[src/lse_pkg.sv]
// ----------------------------------------------------------------------------
// lse_pkg
// Shared constants, codes and controller/datapath interface types for the
// LED segment effect engine.
// ----------------------------------------------------------------------------
package lse_pkg;

	// Default structural parameters.
	localparam int DEF_SEGS_PER_STRIP = 8;
	localparam int DEF_LED_INDEX_BITS = 7;

	// Fixed width of the LED range fields on the result port.
	localparam int RANGE_W = 7;

	// Request types.
	localparam logic [1:0] REQ_TICK   = 2'd0;
	localparam logic [1:0] REQ_MODE   = 2'd1;
	localparam logic [1:0] REQ_BOUNDS = 2'd2;

	// Segment modes.
	localparam logic [1:0] MODE_OFF   = 2'd0;
	localparam logic [1:0] MODE_ON    = 2'd1;
	localparam logic [1:0] MODE_BLINK = 2'd2;
	localparam logic [1:0] MODE_FLOW  = 2'd3;

	// Result kinds.
	localparam logic KIND_RANGE = 1'b0;
	localparam logic KIND_FLUSH = 1'b1;

	// Colour codes.
	localparam logic [1:0] COLOR_NONE  = 2'd0;
	localparam logic [1:0] COLOR_SKY   = 2'd1;
	localparam logic [1:0] COLOR_GREEN = 2'd2;

	// Configuration register indexes.
	localparam logic [1:0] CFG_BLINK_HALF = 2'd0;
	localparam logic [1:0] CFG_REFRESH    = 2'd1;
	localparam logic [1:0] CFG_BRIGHTNESS = 2'd2;

	// Configuration reset values.
	localparam logic [15:0] RST_BLINK_HALF = 16'd250;
	localparam logic [15:0] RST_REFRESH    = 16'd100;
	localparam logic [7:0]  RST_BRIGHTNESS = 8'd10;

	// Commands from the controller to the datapath.
	typedef struct packed {
		logic accept;       // input transaction taken this cycle
		logic flow_init;    // reset flow position of the latched segment
		logic ptr_clear;    // return the segment walk to the first segment
		logic ptr_step;     // move the segment walk on by one
		logic load_seg;     // load a range write for the current segment
		logic load_flush;   // load a strip flush
		logic flush_strip;  // strip targeted by the flush
		logic last;         // final result of this input
	} lse_cmd_t;

	// Status from the datapath to the controller.
	typedef struct packed {
		logic req_tick;     // latched request is a tick
		logic req_mode_flow;// latched request sets flow mode on a valid segment
		logic blink_go;     // this tick redraws the blinking segments
		logic full_go;      // this tick redraws every segment
		logic seg_blink;    // current segment is in blink mode
		logic ptr_last;     // current segment is the last of the walk
		logic drawn0;       // a blink segment of strip one was drawn
		logic drawn1;       // a blink segment of strip two was drawn
		logic out_free;     // output register can take a result
	} lse_sts_t;

endpackage

[src/led_segment_effect_engine.sv]
// Sequence: an accepted tick is decoded, then a full redraw loads its first result from the walk
// state that follows decode, and a blink redraw once the walk reaches the first blinking segment.
// Mode and bound writes pass through decode and give no result.
// Each redraw walks every segment of both strips and then the strip flushes; a blink redraw may be
// followed by a full redraw, output stalls hold the walk, and no new input is taken until idle.
// Reset: modes off, default layout, flow at start, phase one, timers and output clear, 250/100/10.
// ----------------------------------------------------------------------------
// led_segment_effect_engine
// Drives sixteen LED segments on two strips with off, on, blink and flow
// effects, producing range writes and strip flushes on each redraw.
// ----------------------------------------------------------------------------
module led_segment_effect_engine #(
	parameter int SEGS_PER_STRIP = lse_pkg::DEF_SEGS_PER_STRIP,
	parameter int LED_INDEX_BITS = lse_pkg::DEF_LED_INDEX_BITS
) (
	input  logic                        clk,
	input  logic                        arst_n,
	input  logic                        in_valid,
	output logic                        in_stall,
	input  logic [1:0]                  req_type,
	input  logic [3:0]                  seg_index,
	input  logic [1:0]                  new_mode,
	input  logic [6:0]                  new_start,
	input  logic [6:0]                  new_end,
	input  logic                        cfg_valid,
	output logic                        cfg_ready,
	input  logic [1:0]                  cfg_index,
	input  logic [15:0]                 cfg_data,
	output logic                        out_valid,
	input  logic                        out_stall,
	output logic                        out_kind,
	output logic                        strip_sel,
	output logic [lse_pkg::RANGE_W-1:0] range_first,
	output logic [lse_pkg::RANGE_W-1:0] range_last,
	output logic [1:0]                  color_code,
	output logic                        level_full,
	output logic [7:0]                  brightness,
	output logic                        last_of_run
);
	import lse_pkg::*;

	lse_cmd_t cmd;
	lse_sts_t sts;

	// Configuration writes are always taken.
	assign cfg_ready = 1'b1;

	// Controller.
	lse_ctrl u_ctrl (
		.clk      (clk),
		.arst_n   (arst_n),
		.in_valid (in_valid),
		.in_stall (in_stall),
		.sts      (sts),
		.cmd      (cmd)
	);

	// Datapath.
	lse_datapath #(
		.SEGS_PER_STRIP (SEGS_PER_STRIP),
		.LED_INDEX_BITS (LED_INDEX_BITS)
	) u_datapath (
		.clk         (clk),
		.arst_n      (arst_n),
		.cmd         (cmd),
		.sts         (sts),
		.req_type    (req_type),
		.seg_index   (seg_index),
		.new_mode    (new_mode),
		.new_start   (new_start),
		.new_end     (new_end),
		.cfg_valid   (cfg_valid),
		.cfg_index   (cfg_index),
		.cfg_data    (cfg_data),
		.out_stall   (out_stall),
		.out_valid   (out_valid),
		.out_kind    (out_kind),
		.strip_sel   (strip_sel),
		.range_first (range_first),
		.range_last  (range_last),
		.color_code  (color_code),
		.level_full  (level_full),
		.brightness  (brightness),
		.last_of_run (last_of_run)
	);

	// A result is only loaded when the output register can take it.
	a_load_when_free: assert property (@(posedge clk) disable iff (!arst_n)
		(cmd.load_seg || cmd.load_flush) |-> sts.out_free)
		else $error("result loaded into an occupied output register");

	// A flush carries no range, colour or level.
	a_flush_clean: assert property (@(posedge clk) disable iff (!arst_n)
		(out_valid && out_kind == KIND_FLUSH) |->
		(range_first == '0 && range_last == '0 && color_code == COLOR_NONE && !level_full))
		else $error("flush transaction carries range data");

	// The final result of a run is always a flush.
	a_last_is_flush: assert property (@(posedge clk) disable iff (!arst_n)
		(out_valid && last_of_run) |-> (out_kind == KIND_FLUSH))
		else $error("run ends on a range write");

	// An accepted input is followed by a busy decode state.
	a_busy_after_accept: assert property (@(posedge clk) disable iff (!arst_n)
		(in_valid && !in_stall) |=> in_stall)
		else $error("input taken without a decode cycle");

endmodule

[src/lse_ctrl.sv]
// ----------------------------------------------------------------------------
// lse_ctrl
// Controller: sequences request decode, the blink redraw walk, the full
// redraw walk and the strip flushes.
// ----------------------------------------------------------------------------
module lse_ctrl (
	input  logic            clk,
	input  logic            arst_n,
	input  logic            in_valid,
	output logic            in_stall,
	input  lse_pkg::lse_sts_t sts,
	output lse_pkg::lse_cmd_t cmd
);
	import lse_pkg::*;

	typedef enum logic [2:0] {
		ST_IDLE,
		ST_DECODE,
		ST_BLINK_SEG,
		ST_BLINK_FL0,
		ST_BLINK_FL1,
		ST_FULL_SEG,
		ST_FULL_FL0,
		ST_FULL_FL1
	} state_t;

	state_t state_q;
	state_t state_nxt;

	// Input is taken only while idle.
	assign in_stall = (state_q != ST_IDLE);

	// Next state and command decode.
	always_comb begin
		state_nxt = state_q;
		cmd       = '0;
		unique case (state_q)
			ST_IDLE: begin
				cmd.accept = in_valid;
				if (in_valid) begin
					state_nxt = ST_DECODE;
				end
			end
			ST_DECODE: begin
				if (sts.req_tick) begin
					cmd.ptr_clear = 1'b1;
					if (sts.blink_go) begin
						state_nxt = ST_BLINK_SEG;
					end else if (sts.full_go) begin
						state_nxt = ST_FULL_SEG;
					end else begin
						state_nxt = ST_IDLE;
					end
				end else begin
					cmd.flow_init = sts.req_mode_flow;
					state_nxt     = ST_IDLE;
				end
			end
			ST_BLINK_SEG: begin
				// Segments not blinking are skipped without a result.
				if (!sts.seg_blink || sts.out_free) begin
					cmd.load_seg = sts.seg_blink;
					cmd.ptr_step = 1'b1;
					if (sts.ptr_last) begin
						state_nxt = ST_BLINK_FL0;
					end
				end
			end
			ST_BLINK_FL0: begin
				if (!sts.drawn0) begin
					state_nxt = ST_BLINK_FL1;
				end else if (sts.out_free) begin
					cmd.load_flush  = 1'b1;
					cmd.flush_strip = 1'b0;
					cmd.last        = !sts.drawn1 && !sts.full_go;
					state_nxt       = ST_BLINK_FL1;
				end
			end
			ST_BLINK_FL1: begin
				if (!sts.drawn1 || sts.out_free) begin
					cmd.load_flush  = sts.drawn1;
					cmd.flush_strip = 1'b1;
					cmd.last        = !sts.full_go;
					cmd.ptr_clear   = 1'b1;
					state_nxt       = sts.full_go ? ST_FULL_SEG : ST_IDLE;
				end
			end
			ST_FULL_SEG: begin
				if (sts.out_free) begin
					cmd.load_seg = 1'b1;
					cmd.ptr_step = 1'b1;
					if (sts.ptr_last) begin
						state_nxt = ST_FULL_FL0;
					end
				end
			end
			ST_FULL_FL0: begin
				if (sts.out_free) begin
					cmd.load_flush  = 1'b1;
					cmd.flush_strip = 1'b0;
					state_nxt       = ST_FULL_FL1;
				end
			end
			ST_FULL_FL1: begin
				if (sts.out_free) begin
					cmd.load_flush  = 1'b1;
					cmd.flush_strip = 1'b1;
					cmd.last        = 1'b1;
					state_nxt       = ST_IDLE;
				end
			end
			default: begin
				state_nxt = ST_IDLE;
			end
		endcase
	end

	// State register.
	always_ff @(posedge clk or negedge arst_n) begin
		if (!arst_n) begin
			state_q <= ST_IDLE;
		end else begin
			state_q <= state_nxt;
		end
	end

endmodule

[src/lse_datapath.sv]
// ----------------------------------------------------------------------------
// lse_datapath
// Datapath: segment tables, blink and refresh timers, configuration
// registers, segment walk pointer and the result output register.
// ----------------------------------------------------------------------------
module lse_datapath #(
	parameter int SEGS_PER_STRIP = lse_pkg::DEF_SEGS_PER_STRIP,
	parameter int LED_INDEX_BITS = lse_pkg::DEF_LED_INDEX_BITS
) (
	input  logic                      clk,
	input  logic                      arst_n,
	input  lse_pkg::lse_cmd_t         cmd,
	output lse_pkg::lse_sts_t         sts,
	input  logic [1:0]                req_type,
	input  logic [3:0]                seg_index,
	input  logic [1:0]                new_mode,
	input  logic [6:0]                new_start,
	input  logic [6:0]                new_end,
	input  logic                      cfg_valid,
	input  logic [1:0]                cfg_index,
	input  logic [15:0]               cfg_data,
	input  logic                      out_stall,
	output logic                      out_valid,
	output logic                      out_kind,
	output logic                      strip_sel,
	output logic [lse_pkg::RANGE_W-1:0] range_first,
	output logic [lse_pkg::RANGE_W-1:0] range_last,
	output logic [1:0]                color_code,
	output logic                      level_full,
	output logic [7:0]                brightness,
	output logic                      last_of_run
);
	import lse_pkg::*;

	localparam int TOTAL = 2 * SEGS_PER_STRIP;
	localparam int SW    = $clog2(TOTAL);
	localparam int KW    = (SEGS_PER_STRIP > 1) ? $clog2(SEGS_PER_STRIP) : 1;
	localparam int LW    = LED_INDEX_BITS;

	localparam logic [6:0] LAYOUT_START [2][8] = '{
		'{7'd0, 7'd8, 7'd16, 7'd24, 7'd36, 7'd44, 7'd50, 7'd56},
		'{7'd0, 7'd8, 7'd16, 7'd22, 7'd28, 7'd36, 7'd43, 7'd51}
	};
	localparam logic [6:0] LAYOUT_END [2][8] = '{
		'{7'd7, 7'd15, 7'd23, 7'd31, 7'd43, 7'd49, 7'd55, 7'd61},
		'{7'd7, 7'd15, 7'd21, 7'd27, 7'd35, 7'd42, 7'd50, 7'd58}
	};

	// Default layout bound of segment i; segments past the eighth of a strip use 0-0.
	function automatic logic [LW-1:0] def_bound(input int i, input logic want_end);
		int         k;
		int         s;
		logic [6:0] v;
		s = (i >= SEGS_PER_STRIP) ? 1 : 0;
		k = i - s * SEGS_PER_STRIP;
		v = 7'd0;
		if (k < 8) begin
			v = want_end ? LAYOUT_END[s][k[2:0]] : LAYOUT_START[s][k[2:0]];
		end
		return LW'(v);
	endfunction

	// Segment tables.
	logic [1:0]    mode_q  [TOTAL];
	logic [LW-1:0] start_q [TOTAL];
	logic [LW-1:0] end_q   [TOTAL];
	logic [LW-1:0] flow_q  [TOTAL];

	// Configuration registers.
	logic [15:0] blink_half_q;
	logic [15:0] refresh_period_q;
	logic [7:0]  brightness_q;

	// Timers.
	logic        blink_phase_q;
	logic [15:0] blink_elapsed_q;
	logic [15:0] refresh_elapsed_q;
	logic        blink_go_q;
	logic        full_go_q;

	// Latched request.
	logic [1:0]    type_q;
	logic [1:0]    mode_req_q;
	logic [SW-1:0] idx_q;
	logic          idx_ok_q;

	// Segment walk.
	logic [KW-1:0] k_q;
	logic          strip_q;
	logic [1:0]    drawn_q;

	// Output register.
	logic                out_valid_q;
	logic                out_kind_q;
	logic                strip_sel_q;
	logic [RANGE_W-1:0]  range_first_q;
	logic [RANGE_W-1:0]  range_last_q;
	logic [1:0]          color_q;
	logic                level_q;
	logic [7:0]          bright_q;
	logic                last_q;

	logic [TOTAL-1:0] blink_vec;
	logic             any_blink;
	logic             in_idx_ok;
	logic [SW-1:0]    in_idx;
	logic [SW-1:0]    seg_ptr;
	logic [SW-1:0]    rd_addr;
	logic [1:0]       rd_mode;
	logic [LW-1:0]    rd_start;
	logic [LW-1:0]    rd_end;
	logic [LW-1:0]    rd_flow;
	logic [LW:0]      flow_next;
	logic             flow_wrap;
	logic [16:0]      blink_next;
	logic [16:0]      refresh_next;
	logic             out_free;
	logic [LW-1:0]    seg_last;
	logic [1:0]       seg_color;
	logic             seg_level;
	logic [1:0]       strip_color;

	// Blink flags of all segments and their union.
	always_comb begin
		for (int i = 0; i < TOTAL; i++) begin
			blink_vec[i] = (mode_q[i] == MODE_BLINK);
		end
	end
	assign any_blink = |blink_vec;

	// Incoming segment index and its range check.
	assign in_idx_ok = (6'(seg_index) < 6'(TOTAL));
	assign in_idx    = SW'(seg_index);

	// Walk order is strip one then strip two for each position in the strip.
	assign seg_ptr = strip_q ? (SW'(SEGS_PER_STRIP) + SW'(k_q)) : SW'(k_q);
	assign rd_addr = cmd.flow_init ? idx_q : seg_ptr;

	assign rd_mode  = mode_q[rd_addr];
	assign rd_start = start_q[rd_addr];
	assign rd_end   = end_q[rd_addr];
	assign rd_flow  = flow_q[rd_addr];

	// Flow growth compare one bit wider than the index so it never wraps.
	assign flow_next = (LW+1)'(rd_flow) + (LW+1)'(1);
	assign flow_wrap = flow_next > {1'b0, rd_end};

	assign strip_color = strip_q ? COLOR_GREEN : COLOR_SKY;

	// Range write contents of the current segment.
	always_comb begin
		seg_last  = rd_end;
		seg_color = COLOR_NONE;
		seg_level = 1'b0;
		case (rd_mode)
			MODE_ON: begin
				seg_color = strip_color;
				seg_level = 1'b1;
			end
			MODE_BLINK: begin
				seg_color = blink_phase_q ? strip_color : COLOR_NONE;
				seg_level = blink_phase_q;
			end
			MODE_FLOW: begin
				seg_level = 1'b1;
				if (!flow_wrap) begin
					seg_last  = flow_next[LW-1:0];
					seg_color = strip_color;
				end
			end
			default: begin
				seg_color = COLOR_NONE;
			end
		endcase
	end

	assign blink_next   = 17'(blink_elapsed_q) + 17'd1;
	assign refresh_next = 17'(refresh_elapsed_q) + 17'd1;
	assign out_free     = !out_valid_q || !out_stall;

	// Segment tables: mode and bound writes, flow position updates.
	always_ff @(posedge clk or negedge arst_n) begin
		if (!arst_n) begin
			for (int i = 0; i < TOTAL; i++) begin
				mode_q[i]  <= MODE_OFF;
				start_q[i] <= def_bound(i, 1'b0);
				end_q[i]   <= def_bound(i, 1'b1);
				flow_q[i]  <= def_bound(i, 1'b0);
			end
		end else begin
			if (cmd.accept && in_idx_ok) begin
				if (req_type == REQ_MODE) begin
					mode_q[in_idx] <= new_mode;
				end else if (req_type == REQ_BOUNDS) begin
					start_q[in_idx] <= LW'(new_start);
					end_q[in_idx]   <= LW'(new_end);
				end
			end
			if (cmd.flow_init) begin
				flow_q[rd_addr] <= rd_start;
			end else if (cmd.load_seg && rd_mode == MODE_FLOW) begin
				flow_q[rd_addr] <= flow_wrap ? rd_start : flow_next[LW-1:0];
			end
		end
	end

	// Configuration registers.
	always_ff @(posedge clk or negedge arst_n) begin
		if (!arst_n) begin
			blink_half_q     <= RST_BLINK_HALF;
			refresh_period_q <= RST_REFRESH;
			brightness_q     <= RST_BRIGHTNESS;
		end else if (cfg_valid) begin
			unique case (cfg_index)
				CFG_BLINK_HALF: blink_half_q     <= cfg_data;
				CFG_REFRESH:    refresh_period_q <= cfg_data;
				CFG_BRIGHTNESS: brightness_q     <= cfg_data[7:0];
				default: ;
			endcase
		end
	end

	// Request latch, updated on every accepted input, and the blink and refresh timers, updated on a tick.
	always_ff @(posedge clk or negedge arst_n) begin
		if (!arst_n) begin
			type_q            <= REQ_TICK;
			mode_req_q        <= MODE_OFF;
			idx_q             <= '0;
			idx_ok_q          <= 1'b0;
			blink_phase_q     <= 1'b1;
			blink_elapsed_q   <= '0;
			refresh_elapsed_q <= '0;
			blink_go_q        <= 1'b0;
			full_go_q         <= 1'b0;
		end else if (cmd.accept) begin
			type_q     <= req_type;
			mode_req_q <= new_mode;
			idx_q      <= in_idx;
			idx_ok_q   <= in_idx_ok;
			if (req_type == REQ_TICK) begin
				if (!any_blink) begin
					blink_phase_q   <= 1'b1;
					blink_elapsed_q <= '0;
					blink_go_q      <= 1'b0;
				end else if (blink_next >= {1'b0, blink_half_q}) begin
					blink_phase_q   <= !blink_phase_q;
					blink_elapsed_q <= '0;
					blink_go_q      <= 1'b1;
				end else begin
					blink_elapsed_q <= blink_next[15:0];
					blink_go_q      <= 1'b0;
				end
				if (refresh_next > {1'b0, refresh_period_q}) begin
					refresh_elapsed_q <= '0;
					full_go_q         <= 1'b1;
				end else begin
					refresh_elapsed_q <= refresh_next[15:0];
					full_go_q         <= 1'b0;
				end
			end
		end
	end

	// Segment walk pointer and per-strip drawn flags of the blink walk.
	always_ff @(posedge clk or negedge arst_n) begin
		if (!arst_n) begin
			k_q     <= '0;
			strip_q <= 1'b0;
			drawn_q <= '0;
		end else begin
			if (cmd.accept) begin
				drawn_q <= '0;
			end else if (cmd.load_seg) begin
				drawn_q[strip_q] <= 1'b1;
			end
			if (cmd.ptr_clear) begin
				k_q     <= '0;
				strip_q <= 1'b0;
			end else if (cmd.ptr_step) begin
				strip_q <= !strip_q;
				if (strip_q) begin
					k_q <= k_q + KW'(1);
				end
			end
		end
	end

	// Output register valid flag.
	always_ff @(posedge clk or negedge arst_n) begin
		if (!arst_n) begin
			out_valid_q <= 1'b0;
		end else if (cmd.load_seg || cmd.load_flush) begin
			out_valid_q <= 1'b1;
		end else if (!out_stall) begin
			out_valid_q <= 1'b0;
		end
	end

	// Output register payload.
	always_ff @(posedge clk or negedge arst_n) begin
		if (!arst_n) begin
			out_kind_q    <= KIND_RANGE;
			strip_sel_q   <= 1'b0;
			range_first_q <= '0;
			range_last_q  <= '0;
			color_q       <= COLOR_NONE;
			level_q       <= 1'b0;
			bright_q      <= '0;
			last_q        <= 1'b0;
		end else if (cmd.load_seg) begin
			out_kind_q    <= KIND_RANGE;
			strip_sel_q   <= strip_q;
			range_first_q <= RANGE_W'(rd_start);
			range_last_q  <= RANGE_W'(seg_last);
			color_q       <= seg_color;
			level_q       <= seg_level;
			bright_q      <= brightness_q;
			last_q        <= 1'b0;
		end else if (cmd.load_flush) begin
			out_kind_q    <= KIND_FLUSH;
			strip_sel_q   <= cmd.flush_strip;
			range_first_q <= '0;
			range_last_q  <= '0;
			color_q       <= COLOR_NONE;
			level_q       <= 1'b0;
			bright_q      <= brightness_q;
			last_q        <= cmd.last;
		end
	end

	// Status to the controller.
	assign sts.req_tick      = (type_q == REQ_TICK);
	assign sts.req_mode_flow = (type_q == REQ_MODE) && idx_ok_q && (mode_req_q == MODE_FLOW);
	assign sts.blink_go      = blink_go_q;
	assign sts.full_go       = full_go_q;
	assign sts.seg_blink     = (rd_mode == MODE_BLINK);
	assign sts.ptr_last      = strip_q && (k_q == KW'(SEGS_PER_STRIP - 1));
	assign sts.drawn0        = drawn_q[0];
	assign sts.drawn1        = drawn_q[1];
	assign sts.out_free      = out_free;

	assign out_valid   = out_valid_q;
	assign out_kind    = out_kind_q;
	assign strip_sel   = strip_sel_q;
	assign range_first = range_first_q;
	assign range_last  = range_last_q;
	assign color_code  = color_q;
	assign level_full  = level_q;
	assign brightness  = bright_q;
	assign last_of_run = last_q;

endmodule

[config.mk]
export PLATFORM = sky130hd
export DESIGN_NAME = led_segment_effect_engine
export DESIGN_NICKNAME = d
export VERILOG_FILES = /design/src/lse_pkg.sv /design/src/led_segment_effect_engine.sv /design/src/lse_ctrl.sv /design/src/lse_datapath.sv
export SDC_FILE = /design/constraint.sdc
export NUM_CORES = 1
export LEC_CHECK = 0
export BUFFER_PORTS_ARGS = -buffer_cell sky130_fd_sc_hd__buf_2
export CORE_UTILIZATION = 45
export CTS_CLUSTER_SIZE = 10
export DETAILED_ROUTE_END_ITERATION = 8
export SETUP_SLACK_MARGIN = 0.3
export SLEW_MARGIN = 15
export SYNTH_ARGS = -nofsm -noshare
export SYNTH_HDL_FRONTEND = slang
export SYNTH_HIERARCHICAL = 1
export SYNTH_SLANG_ARGS = --single-unit
[constraint.sdc]
create_clock -name clk -period 6.1 [get_ports clk]
set_input_delay 0.61 -clock clk [delete_from_list [all_inputs] [get_ports clk]]
set_output_delay 0.61 -clock clk [all_outputs]
set_load 0.05 [all_outputs]
==> results.py <==
metrics = {
    "power": {
        "power_uw": 11000,
        "ir_drop_mv": 0.250,
        "p_leak_uw": 0.0127,
        "power.density_mw_per_mm2": 401,
    },
    "clocking": {
        "root_buffer": "clkbuf_16",
        "cts_max_level": 2,
        "numCtsBuffers": 57,
        "clk_path_buf_depth": 3,
        "cts_tree": "done",
        "clk_pin_slew_ns": 0.06,
        "cts_sinks": 490,
        "clock_latency_ns": 0.61,
    },
    "critical_path": {
        "critPathCaptureType": "flip-flop",
        "reg2reg_to": "u_datapath/flow_q[108]",
        "r2r_cells": 21,
        "crit_family": "simple AND/OR/NAND/NOR gates",
        "crit_path_max_fanout": 16,
        "timing.rr.start": "u_datapath/type_q[1]",
        "crit_cells": 21,
        "slowest_stage": "or3b_2",
        "crit_top_cell": "nor2_1",
        "path_class": "reg -> reg",
        "startpoint": "u_datapath/type_q[1]",
        "arrival_ns": 5.87,
        "critical_path_buf_inv_count": 1,
        "path_cells": "nor2_1 -> nor2_1 -> and4_2 -> or3b_2 -> a21boi_0 -> a2111oi_0 -> buf_4 -> o221ai_2 -> ha_1 -> nand3_1 -> nor2_1 -> xor2_1 -> ha_1 -> nand2_1 -> nor2_1 -> a21boi_0 -> nand4_1 -> a21oi_1 -> a31oi_4 -> mux2_4 -> mux2_2",
        "start_kind": "flip-flop",
        "reg2reg_slack_ns": 0.71,
        "slowest_delay_ns": 0.66,
        "worstPathRequired_ns": 6.59,
    },
    "timing": {
        "worst_pin_slew_ns": 1.16,
        "hold_ws_ns": -0.000795,
        "max_freq_mhz": 186,
        "finalSetupViolCount": 0,
        "hold_viol_final": 4,
        "fin_crit_sh_pct": 88.3,
        "post-route-min-period_ns": 5.39,
        "fin_worst_skew_ns": 0.0214,
        "finalSetupTns_ns": 0,
        "report.final.slew_viol_count": 0,
        "rsz0062_at_grt": "no",
        "relSlewSlack_pct": 22.2,
    },
    "placed_design": {
        "gp_congestion": 0.854,
        "io_buffers": 74,
        "place_hpwl_microns": 40400,
    },
    "hold_path": {
        "hp-class": "in -> async",
    },
    "yosys": {
        "synthArstFlopShare_pct": 100,
        "synth_top_cell_area_share_pct": 36.4,
        "syn_avg_cell_area_sq_um": 13.0,
        "netlist_area_sq_mm": 0.0242,
        "synth.ff_latch_count": 490,
        "syn_nets": 1954,
        "synth_edf_count": 0,
        "synth_top_flop_cell": "dfrtp_1",
        "synth_cell_types": 80,
        "synthTopCellsByArea": "dfrtp_1 (36%), mux2_2 (19%), dfstp_2 (15%), mux4_2 (6.5%), ha_1 (2.2%)",
        "yosys_warnings": 6,
        "yosys.area.top_type": "dfrtp_1",
        "postSynthCellCount": 1866,
        "yosysSeqAreaShare_pct": 51.3,
    },
    "drt": {
        "wl_per_cell_microns": 22.7,
        "drt_first_pass_iters": 9,
        "routed_via_density": 5.78,
        "drc": 16,
        "initialDrtViolationCount": 1086,
        "route.antenna.remaining_nets": 0,
        "wl_microns": 61800,
        "vias": 15700,
    },
    "final_layout": {
        "nets": 2070,
        "syn2layout_area_growth_pct": 13.3,
        "fillers": 4583,
        "drive_gt1_share_pct": 44.1,
    },
    "floorplan": {
        "rows": 84,
        "die_y_microns": 234,
        "io-pin-count": 76,
        "start_util_pct": 45.8,
        "die_w_microns": 234,
        "core_area_sq_mm": 0.0529,
        "die_area_sq_mm": 0.0547,
    },
    "job": {
        "cap_violations": 0,
    },
    "global_routing": {
        "grt_start_max_net_pins": 159,
        "grt_pass1_wl_microns": 97100,
        "antenna_found_initial": 1,
        "grtUsageTotal_pct": 23.4,
        "overflow": 0,
        "grt_pass1_vias": 16200,
    },
    "run_status": {
        "status": "finished with violations",
        "violations": "design-rule violations, negative hold slack",
    },
}
worst max-delay path by stage:
stage / endpoint / slack, ns
after floorplan: u_datapath/flow_q[100] / 0.36
after global placement: u_datapath/flow_q[90] / 0.39
after detailed placement: u_datapath/flow_q[86] / 0.35
after CTS: u_datapath/flow_q[90] / 0.31
after global routing: u_datapath/flow_q[91] / 0.37
final: u_datapath/flow_q[108] / 0.71
logic make-up (layout without fill, tap and decap cells):
kind of cell / after synthesis / count (layout) / synth area share (%)
mux: 498 / 498 / 26.9
flops: 490 / 490 / 51.3
simple gates: 372 / 372 / 7.66
compound gates: 251 / 251 / 7.43
buf+inv: 175 / 339 / 3.17
fa+ha+maj: 43 / 43 / 2.22
xor+xnor: 36 / 36 / 1.30
other cells: 1 / 4 / 0.0155
per-stage QoR:
step | utilization [%] | instances | instance area (sq um) | setup slack, ns | hold WS, ns
after detailed placement | 48.6 | 2608 | 25700 | 0.351 | 0.466
after CTS | 51.8 | 2715 | 27400 | 0.309 | 0.0321
after global routing | 51.9 | 2719 | 27400 | 0.373 | 0.0369
final | 51.9 | 2721 | 27400 | 0.714 | -0.000795
after floorplan | - | 1866 | 24200 | 0.365 | 0.314
after global placement | 48.6 | 2608 | 25700 | 0.387 | 0.456
timing repair:
| item | in CTS | in global routing |
|---|---|---|
| buffers inserted | 0 | 3 |
| resized for setup | 0 | 3 |
| hold buffers | 0 | 0 |
| endpoints found under the setup margin | 0 | 120 |
cell type report:
type | count | area, sq um | area share, %
flip-flops and latches | 490 | 12400 | 45.3
inverters | 64 | 240 | 0.875
clock buffers | 103 | 1670 | 6.08
clock inverters | 4 | 42.5 | 0.155
repair buffers | 168 | 1110 | 4.06
diodes | 3 | 7.51 | 0.0273
well taps | 688 | 861 | 3.14
multi-input cells | 1201 | 11100 | 40.4
power breakdown:
part	internal [uW]	leakage [uW]	total [uW]	switching (uW)
Combinational	1520	0.00576	3680	2160
Sequential	3860	0.00613	4180	326
Clock	1830	0.000822	3160	1330
synthesized netlist by cell type (all sizes together), types with 20 or more instances:
library cell  count
nor2             99
xnor2            20
a21o             31
mux2            406
buf              38
ha               43
nand2           118
clkbuf           73
mux4             76
nand2b           21
o21ai            48
dfrtp           352
nand3            37
inv              64
a21oi            24
dfstp           138
metal layers:
metal / part of all wire [%] / global-route usage (%) / up-vias
met5: 0 / 0 / -
li1: - / - / 7050
met3: 5.4 / 4.22 / 92
met2: 46 / 36.7 / 367
met4: 2.2 / 6.57 / 0
met1: 47 / 33.1 / 8209
registers in the layout, indices dropped and copies added (netlist names), 4 cells and up:
signal,flops
u_datapath/blink_elapsed_q,16
u_datapath/blink_half_q,16
u_datapath/brightness_q,8
u_datapath/range_first,7
u_datapath/idx_q,4
u_datapath/range_last,7
u_datapath/refresh_period_q,16
u_datapath/brightness,8
u_datapath/end_q,112
u_datapath/mode_q,32
u_datapath/flow_q,112
u_datapath/start_q,112
u_datapath/refresh_elapsed_q,16
layout by cell type (no fill, tap or decap), types with 45 or more instances in the layout:
cell type    n
buf_2       73
buf_4       91
clkbuf_16   57
dfrtp_1    352
dfstp_2    138
inv_1       63
mux2_2     398
mux4_2      70
nand2_1    118
nor2_1      85
o21ai_0     45
No activity file was read; power rests on OpenSTA's default activity.
